## src/rtl/font_unicode_table_parser_macros.svh

```systemverilog
// assertion macros used by the unicode table parser top level
// expects i_clk and i_rst_n in the scope of each use
`ifndef FONT_UNICODE_TABLE_PARSER_MACROS_SVH
`define FONT_UNICODE_TABLE_PARSER_MACROS_SVH

// same-cycle implication, disabled while reset is asserted
`define FUTP_ASSERT_NOW(lbl, pre, post) \
    lbl: assert property (@(posedge i_clk) disable iff (!i_rst_n) (pre) |-> (post)) \
        else $error("futp check failed");

// next-cycle implication, disabled while reset is asserted
`define FUTP_ASSERT_NEXT(lbl, pre, post) \
    lbl: assert property (@(posedge i_clk) disable iff (!i_rst_n) (pre) |=> (post)) \
        else $error("futp check failed");

`endif

```

## src/rtl/futp_pkg.sv

```systemverilog
// shared types and constants for the unicode table parser
// no dependencies
`default_nettype none

package futp_pkg;

    localparam int BYTE_W    = 8;
    localparam int CP_W      = 16;
    localparam int GLYPH_W   = 16;
    localparam int PEND_W    = 2;
    localparam int CONT_BITS = 6;

    // byte that closes a glyph's list when a lead byte is expected
    localparam logic [BYTE_W-1:0] GLYPH_END = 8'hFF;

    // pending continuation counts per sequence length
    localparam logic [PEND_W-1:0] PEND_NONE  = 2'd0;
    localparam logic [PEND_W-1:0] PEND_TWO   = 2'd1;
    localparam logic [PEND_W-1:0] PEND_THREE = 2'd2;
    localparam logic [PEND_W-1:0] PEND_FOUR  = 2'd3;

    typedef struct packed {
        logic [GLYPH_W-1:0] glyph_counter;
        logic [PEND_W-1:0]  bytes_pending;
        logic [CP_W-1:0]    partial_code;
    } t_state;

    typedef struct packed {
        logic               valid;
        logic [CP_W-1:0]    code_point;
        logic [GLYPH_W-1:0] glyph_index;
    } t_result;

endpackage

`default_nettype wire

```

## src/rtl/futp_decode.sv

```systemverilog
// single-byte utf-8 decode step: state and byte in, next state and result out
// depends on futp_pkg
`default_nettype none

module futp_decode (
    input  wire futp_pkg::t_state        i_state,
    input  wire [futp_pkg::BYTE_W-1:0]   i_byte_value,
    input  wire                          i_first_of_table,
    output futp_pkg::t_state             o_state,
    output futp_pkg::t_result            o_result
);
    import futp_pkg::*;

    t_state              s_cur;
    logic [CP_W-1:0]     s_shifted;
    logic [PEND_W-1:0]   s_pend_dec;

    always_comb begin
        // a new table clears everything before the byte is looked at
        if (i_first_of_table) begin
            s_cur = '0;
        end else begin
            s_cur = i_state;
        end

        s_shifted  = {s_cur.partial_code[CP_W-CONT_BITS-1:0], i_byte_value[CONT_BITS-1:0]};
        s_pend_dec = s_cur.bytes_pending - PEND_TWO;

        o_state              = s_cur;
        o_result.valid       = 1'b0;
        o_result.code_point  = '0;
        o_result.glyph_index = s_cur.glyph_counter;

        if (s_cur.bytes_pending != PEND_NONE) begin
            // continuation, taken without checking its top bits
            o_state.bytes_pending = s_pend_dec;
            if (s_pend_dec != PEND_NONE) begin
                o_state.partial_code = s_shifted;
            end else begin
                o_state.partial_code = '0;
                o_result.valid       = 1'b1;
                o_result.code_point  = s_shifted;
            end
        end else if (i_byte_value == GLYPH_END) begin
            o_state.glyph_counter = s_cur.glyph_counter + GLYPH_W'(1);
        end else if (!i_byte_value[7]) begin
            o_result.valid      = 1'b1;
            o_result.code_point = {{(CP_W-BYTE_W){1'b0}}, i_byte_value};
        end else if (!i_byte_value[5]) begin
            o_state.partial_code  = {{(CP_W-5){1'b0}}, i_byte_value[4:0]};
            o_state.bytes_pending = PEND_TWO;
        end else if (!i_byte_value[4]) begin
            o_state.partial_code  = {{(CP_W-4){1'b0}}, i_byte_value[3:0]};
            o_state.bytes_pending = PEND_THREE;
        end else if (!i_byte_value[3]) begin
            o_state.partial_code  = {{(CP_W-3){1'b0}}, i_byte_value[2:0]};
            o_state.bytes_pending = PEND_FOUR;
        end else begin
            // lead bytes with bits 5..3 all set give code point zero
            o_result.valid = 1'b1;
        end
    end

endmodule

`default_nettype wire

```

## src/rtl/font_unicode_table_parser.sv

```systemverilog
// top level of the unicode table parser: input register, decode, result register
// depends on futp_pkg, futp_decode and font_unicode_table_parser_macros.svh
//
//  channel  | handshake          | payload
//  ---------+--------------------+-----------------------------------
//  input    | i_valid / o_ready  | i_byte_value, i_first_of_table
//  output   | o_valid / i_ready  | o_code_point, o_glyph_index
//
// one byte per cycle sustained while i_ready is high; each byte passes the input register, then the result register
// the decode between input register and result register is a few compares and a
// 16-bit increment, so the glyph/sequence state loop closes through r_state alone
// synchronous active-low reset clears valids and the decode state
// a stalled result holds both stages; o_ready drops only when both are full
// and the result is not being taken
`default_nettype none

module font_unicode_table_parser (
    input  wire                          i_clk,
    input  wire                          i_rst_n,
    input  wire                          i_valid,
    output logic                         o_ready,
    input  wire [futp_pkg::BYTE_W-1:0]   i_byte_value,
    input  wire                          i_first_of_table,
    output logic                         o_valid,
    input  wire                          i_ready,
    output logic [futp_pkg::CP_W-1:0]    o_code_point,
    output logic [futp_pkg::GLYPH_W-1:0] o_glyph_index
);
    import futp_pkg::*;

`include "font_unicode_table_parser_macros.svh"

    // input register
    logic              r_in_valid;
    logic [BYTE_W-1:0] r_in_byte;
    logic              r_in_first;

    // decode state carried from byte to byte
    t_state            r_state;
    t_state            n_state;

    // result register
    logic               r_out_valid;
    logic [CP_W-1:0]    r_out_code;
    logic [GLYPH_W-1:0] r_out_glyph;

    t_result           s_res;
    logic              s_advance;   // input stage moves into decode this cycle

    // result slot free or emptying, so the held byte can be decoded
    assign s_advance = !r_out_valid || i_ready;
    assign o_ready   = !r_in_valid || s_advance;

    futp_decode u_decode (
        .i_state          (r_state),
        .i_byte_value     (r_in_byte),
        .i_first_of_table (r_in_first),
        .o_state          (n_state),
        .o_result         (s_res)
    );

    // input stage
    always_ff @(posedge i_clk) begin
        if (!i_rst_n) begin
            r_in_valid <= 1'b0;
        end else if (o_ready) begin
            r_in_valid <= i_valid;
        end
        if (o_ready && i_valid) begin
            r_in_byte  <= i_byte_value;
            r_in_first <= i_first_of_table;
        end
    end

    // decode state only moves when a byte is consumed
    always_ff @(posedge i_clk) begin
        if (!i_rst_n) begin
            r_state <= '0;
        end else if (r_in_valid && s_advance) begin
            r_state <= n_state;
        end
    end

    // result stage; bytes with no result leave the slot empty
    always_ff @(posedge i_clk) begin
        if (!i_rst_n) begin
            r_out_valid <= 1'b0;
        end else if (s_advance) begin
            r_out_valid <= r_in_valid && s_res.valid;
        end
        if (s_advance && r_in_valid && s_res.valid) begin
            r_out_code  <= s_res.code_point;
            r_out_glyph <= s_res.glyph_index;
        end
    end

    assign o_valid       = r_out_valid;
    assign o_code_point  = r_out_code;
    assign o_glyph_index = r_out_glyph;

    // a byte that leaves a sequence open never produces a transaction
    `FUTP_ASSERT_NEXT(a_pending_no_result,
        r_in_valid && s_advance && (n_state.bytes_pending != PEND_NONE), !o_valid)

    // every emitted code point closes any sequence it belonged to
    `FUTP_ASSERT_NEXT(a_result_closes_seq,
        r_in_valid && s_advance && s_res.valid, r_state.bytes_pending == PEND_NONE)

    // continuations never touch the glyph counter
    `FUTP_ASSERT_NEXT(a_cont_keeps_glyph,
        r_in_valid && s_advance && !r_in_first && (r_state.bytes_pending != PEND_NONE),
        $stable(r_state.glyph_counter))

    // state is frozen unless a byte is consumed
    `FUTP_ASSERT_NEXT(a_state_idle_hold, !(r_in_valid && s_advance), $stable(r_state))

    // partial bits are cleared whenever no sequence is open
    `FUTP_ASSERT_NOW(a_partial_clear,
        r_state.bytes_pending == PEND_NONE, r_state.partial_code == '0)

endmodule

`default_nettype wire
```

## config.mk

```make
export PLATFORM = sky130hd
export DESIGN_NAME = font_unicode_table_parser
export DESIGN_NICKNAME = d
export VERILOG_FILES = /design/src/rtl/futp_pkg.sv /design/src/rtl/futp_decode.sv /design/src/rtl/font_unicode_table_parser.sv
export VERILOG_INCLUDE_DIRS = /design/src /design/src/rtl
export SDC_FILE = /design/constraint.sdc
export NUM_CORES = 1
export LEC_CHECK = 0
export BUFFER_PORTS_ARGS = -buffer_cell sky130_fd_sc_hd__buf_2
export CAP_MARGIN = 15
export CORE_MARGIN = 8
export CORE_UTILIZATION = 47
export DETAILED_ROUTE_END_ITERATION = 8
export GPL_TIMING_DRIVEN = 1
export MAX_ROUTING_LAYER = met4
export PLACE_DENSITY = 0.8
export SETUP_SLACK_MARGIN = 0.02
export SLEW_MARGIN = 20
export SYNTH_ARGS = -nofsm -noshare
export SYNTH_HDL_FRONTEND = slang
export SYNTH_SLANG_ARGS = --single-unit
```

## constraint.sdc

```tcl
create_clock -name i_clk -period 2.03 [get_ports i_clk]
set_input_delay 0.1015 -clock i_clk [delete_from_list [all_inputs] [get_ports i_clk]]
set_output_delay 0.1015 -clock i_clk [all_outputs]
set_load 0.05 [all_outputs]
```

==> out/metrics.yaml, run 1 <==
ys_ff_latch: 71
vias: 2171
antenna_found_initial: 0
grt_pass1_wl_mm: 10.48
track_usage: 0.1401
r2r-end: "r_state[30]"
viasPerCell: 5.219
post_cts_buffers: 0
clock_sinks: 71
synth-edff-count: 41
place_congestion: 0.8710
leakage_nw: 1.404
post_dp_cell_area_um2: 3445
max_slew.worst_pin.slew_ns: 0.5016
clockBufferDepth: 2
startpoint: "r_in_first"
vdd_drop_max_mv: 0.4480
grt_max_degree: 33
regArea_um2: 1832
design_area_um2: 3750
overflow: 0
yosysSeqAreaShare: 0.5985
syn-mean-instance-area_um2: 11.42
io_pins: 47
r2r_cells: 7
hold_viol: 0
multiInputGateArea_um2: 1181
hold_class: "input pin to flip-flop"
fin_tns_setup_ns: 0
worstPathRequired_ns: 2.27
slew_headroom: 0.6644
port_buffers: 46
routedWlPerCell_um: 14.94
antenna_cells: 0
dpl.hpwl_mm: 4.385
final_common_cell: "buf_2"
wl_mm: 6.213
cp.arrival_ns: 2.11
yosysUniqueCellTypes: 40
fmax_ghz: 0.5342
syn2layout_area_growth_pct: 22.53
drv_cap: 0
skew_ns: 0.004204
cts_buffers: 9
die_y_um: 96.70
min_period_over_period: 0.9221
outcome: "finished clean"
fillers: 525
cts_tree: "built"
h-tree-depth: 3
clk_latency_ns: 0.34
endpoint: "r_state[30]"
worstSetupPathType: "flip-flop to flip-flop"
r2r-start: "r_in_first"
drive_above_1_share: 0.2596
grt_pass1_vias: 2176
min_path_cells: 4
cts_root_buffer: "clkbuf_8"
synth_flop_cell: "edfxtp_1"
clkSlewWorstSetupHoldPaths_ns: 0.07
core_um2: 6314
critical_path_peak_fanout: 4
critPathLaunchType: "flip-flop"
syn_area_um2: 3060
drt_iter0_markers: 148
dieArea_um2: 9350
async_reset_ff_frac: 0
num_rows: 29
rsz0062_at_grt: "no"
synth_fp_nets: 282
drt_pass1_iterations: 4
syn_inst: 268
setup_viol: 0
fin_nets: 348
route.detailed.drc: 0
drv_slew: 0
ant_nets: 0
die_w_um: 96.70
crit_path_end_kind: "flip-flop"
powerDensity_nw_per_um2: 769.3
initial_utilization: 0.4847
layout_common_cells: "buf_2, edfxtp_1, and2_1, dfxtp_1, nor2b_1"
period_minus_slack_ns: 1.872
synth_warnings: 0
ff2ff_setup_slack_ns: 0.16
==> power by group <==
group | switching (W) | total (W) | internal [W]
Sequential | 0.0000216 | 0.00157 | 0.00155
Combinational | 0.000137 | 0.000211 | 0.0000744
Clock | 0.000503 | 0.00110 | 0.000598
==> synthesized netlist by cell type, types with 2 or more instances <==
cell type	count	area, um^2
a21boi_1	3	22.52
a21oi_1	8	40.04
a22oi_1	8	60.06
and2_1	30	187.7
and3_1	3	18.77
clkbuf_1	9	33.78
dfxtp_1	30	600.6
edfxtp_1	41	1231
inv_1	5	18.77
nand2_1	23	86.33
nand2b_1	3	18.77
nand3_1	12	60.06
nand3_2	2	20.02
nand4_2	2	25.02
nor2_1	7	26.28
nor2b_1	27	168.9
nor3_1	5	25.02
nor3_2	2	20.02
nor4_1	2	12.51
nor4_2	5	62.56
o211ai_1	4	30.03
o21ai_0	7	35.03
o21ai_1	2	10.01
xnor2_1	12	105.1
==> logic make-up after synthesis <==
logic type / count (synthesis) / synth area share
flops: 71 / 0.5985
xor+xnor: 12 / 0.03434
buf+inv: 15 / 0.02085
simple gates: 133 / 0.2657
compound gates: 35 / 0.07318
fa+ha+maj: 1 / 0.004088
mux: 1 / 0.003271
==> critical path, cell delays in order (launching register included) <==
cell and delay, ns:
edfxtp_1 0.44, nor2b_1 0.18, ha_1 0.21, nand4b_1 0.15, or2_4 0.31, nor4_2 0.25
xnor2_1 0.09, and2_1 0.15
==> registers in the layout, indices dropped and copies added, names as in the netlist <==
register	cells
r_in_valid	1
r_in_byte	8
r_state	28
r_in_first	1
o_glyph_index	16
o_code_point	16
o_valid	1
==> routing by layer <==
metal | GRT usage | vias to the layer above | share of wire
met5 | - | - | 0
met4 | 0.06627 | 0 | 0.0080
met3 | 0.04410 | 2 | 0.052
met2 | 0.1974 | 63 | 0.46
met1 | 0.1781 | 1025 | 0.48
li1 | - | 1081 | -
==> repair_timing <==
item	4_1_cts	5_1_grt
hold buffers	10	0
gates resized for setup	0	1
endpoints found under the hold margin	10	0
endpoints found under the setup margin	0	1
==> cell type report <==
cell class | instances | share of cell area
Timing Repair Buffer | 65 | 0.1128
Clock inverter | 5 | 0.01535
Inverter | 5 | 0.005005
Multi-Input combinational cell | 182 | 0.3150
Sequential cell | 71 | 0.4885
Clock buffer | 11 | 0.03770
Tap cell | 77 | 0.02569
==> how the worst min path moves through the flow <==
| stage | end | from | slack [ns] |
|---|---|---|---|
| floorplan | r_in_byte[0] | i_byte_value[0] | 0.20 |
| global placement | r_in_byte[7] | i_byte_value[7] | 0.28 |
| detailed placement | r_in_byte[5] | i_byte_value[5] | 0.28 |
| CTS | r_in_valid | i_ready | 0.12 |
| global route | r_in_valid | i_ready | 0.18 |
| finish | r_in_valid | i_ready | 0.14 |
==> per-stage QoR <==
stage          worst slack, ns  hold WS [ns]  cells  total power (W)    util
2_1_floorplan          0.06278        0.2004    268         0.001730       -
3_3_place_gp            0.2503        0.2787    390         0.001800  0.5456
3_5_place_dp            0.1685        0.2796    390         0.001801  0.5456
4_1_cts                 0.1505        0.1239    416         0.002915  0.5929
5_1_grt                0.02013        0.1823    416         0.002998  0.5939
6_report                0.1581        0.1392    416         0.002885  0.5939
Note: power is estimated with default switching activity, not from simulation.
==> run 2: changes to the inputs <==
CORE_ASPECT_RATIO = 0.5   (was unset)
==> out/metrics.yaml, run 2 (synthesis results as in run 1) <==
max_slew.worst_pin.slew_ns: 0.5842  # was 0.5016 ns
clockBufferDepth: 2  # unchanged
vias: 2196  # was 2,171
syn2layout_area_growth_pct: 24.45  # was 22.53%
startpoint: "r_in_byte[4]"  # was r_in_first
drive_above_1_share: 0.2485  # was 0.2596
grt_pass1_wl_mm: 10.31  # was 10.48 mm
dieArea_um2: 9507  # was 9350 um^2
postCtsResizedCells: 0  # unchanged
cts_buffers: 9  # unchanged
layout_common_cells: "buf_2, edfxtp_1, and2_1, dfxtp_1, nor2b_1"  # unchanged
period_minus_slack_ns: 1.843  # was 1.872 ns
post_cts_buffers: 0  # unchanged
powerDensity_nw_per_um2: 839.9  # was 769.3 nW/um^2
critical_path_peak_fanout: 5  # was 4
port_buffers: 46  # unchanged
fmax_ghz: 0.5425  # was 0.5342 GHz
endpoint: "r_state[31]"  # was r_state[30]
clock_sinks: 71  # unchanged
r2r-end: "r_state[31]"  # was r_state[30]
dpl.hpwl_mm: 4.558  # was 4.385 mm
drv_slew: 0  # unchanged
fin_nets: 347  # was 348
worstPathRequired_ns: 2.25  # was 2.27 ns
grt_pass1_vias: 2099  # was 2,176
drt_pass1_iterations: 5  # was 4
max_stage_delay_ns: 0.59  # was 0.44 ns
cp_slowest_cell: "or4_4"  # was edfxtp_1
wl_mm: 6.454  # was 6.213 mm
antenna_found_initial: 0  # unchanged
vdd_drop_max_mv: 0.5218  # was 0.4480 mV
min_path_cells: 3  # was 4
ant_nets: 0  # unchanged
viasPerCell: 5.155  # was 5.219
drv_cap: 0  # unchanged
r2r-start: "r_in_byte[4]"  # was r_in_first
route.detailed.drc: 0  # unchanged
hold_class: "input pin to flip-flop"  # unchanged
die_y_um: 73.06  # was 96.70 um
leakage_nw: 1.438  # was 1.404 nW
h-tree-depth: 3  # unchanged
drt_iter0_markers: 114  # was 148
rsz0062_at_grt: "no"  # unchanged
r2r_cells: 5  # was 7
worstSetupPathType: "flip-flop to flip-flop"  # unchanged
fillers: 505  # was 525
min_period_over_period: 0.9080  # was 0.9221
fin_tns_setup_ns: 0  # unchanged
p_total_w: 0.003199  # was 0.002885 W
place_congestion: 0.8464  # was 0.8710
clkSlewWorstSetupHoldPaths_ns: 0.05  # was 0.07 ns
num_rows: 20  # was 29
multiInputGateArea_um2: 1175  # was 1181 um^2
regArea_um2: 1832  # unchanged
crit_path_end_kind: "flip-flop"  # unchanged
grt_max_degree: 33  # unchanged
cts_tree: "built"  # unchanged
critPathLaunchType: "flip-flop"  # unchanged
core_um2: 6181  # was 6314 um^2
routedWlPerCell_um: 15.15  # was 14.94 um
initial_utilization: 0.4951  # was 0.4847
largest_reg_flops: 28  # unchanged
setup_viol: 0  # unchanged
skew_ns: 0.007201  # was 0.004204 ns
cp.arrival_ns: 2.07  # was 2.11 ns
io_pins: 47  # unchanged
hold_viol: 0  # unchanged
final_common_cell: "buf_2"  # unchanged
ff2ff_setup_slack_ns: 0.19  # was 0.16 ns
crit_chain: "nand3_2 -> or4_4 -> nor4_2 -> xnor2_1 -> and2_1"  # was nor2b_1 -> ha_1 -> nand4b_1 -> or2_4 -> nor4_2 -> xnor2_1 -> and2_1
cts.hold.buffers_added: 9  # was 10
track_usage: 0.1467  # was 0.1401
slew_headroom: 0.6095  # was 0.6644
die_w_um: 130.1  # was 96.70 um
overflow: 0  # unchanged
clk_latency_ns: 0.33  # was 0.34 ns
outcome: "finished clean"  # unchanged
antenna_cells: 0  # unchanged
top_register: "r_state"  # unchanged
cts_root_buffer: "clkbuf_16"  # was clkbuf_8
==> run 2: worst min-delay path by stage <==
stage	startpoint	to	slack, ns
floorplan	i_byte_value[0]	r_in_byte[0]	0.20
global placement	i_byte_value[1]	r_in_byte[1]	0.28
detailed placement	i_byte_value[7]	r_in_byte[7]	0.28
CTS	i_valid	r_in_valid	0.005
global route	i_valid	r_in_valid	0.03
finish	i_valid	r_in_valid	0.02
==> run 2: through the flow <==
step,std cells,instance area [um^2],setup WS (ns),utilization,hold WS [ns]
detailed placement,401,3446,0.2116,0.5575,0.2802
CTS,426,3809,0.1941,0.6162,0.004511
global route,426,3809,0.03860,0.6162,0.02509
floorplan,268,3074,0.06278,-,0.2004
global placement,401,3446,0.2694,0.5575,0.2806
finish,426,3809,0.1868,0.6162,0.02186
==> run 2: metal layers <==
layer  GRT usage  vias to the layer above  routed length, um
met2      0.2349                       49               3161
met3     0.05758                        9                411
met4     0.06505                        0                 93
met1      0.1604                     1057               2787
li1            -                     1081                  -
met5           -                        -                  0
==> run 2: report_power, final <==
part	total, W	switching (W)	internal, W	leakage [nW]
logic	0.000207	0.000136	0.0000704	0.642
clock network	0.00142	0.000525	0.000892	0.134
registers	0.00158	0.0000209	0.00155	0.663
==> run 2: cell type report <==
| class | count | area share |
|---|---|---|
| clock buffer | 15 | 0.07030 |
| clock inverter | 1 | 0.001314 |
| inverter | 5 | 0.004928 |
| multi-input combinational | 182 | 0.3085 |
| sequential | 71 | 0.4809 |
| tap | 88 | 0.02891 |
| timing repair buffer | 64 | 0.1051 |
==> run 2: critical path: cells and delay by family (launching register included) <==
kind | cells | cell delay (ns)
flip-flops | 1 | 0.42
XOR/XNOR | 1 | 0.09
AND/OR/NAND/NOR | 4 | 1.22
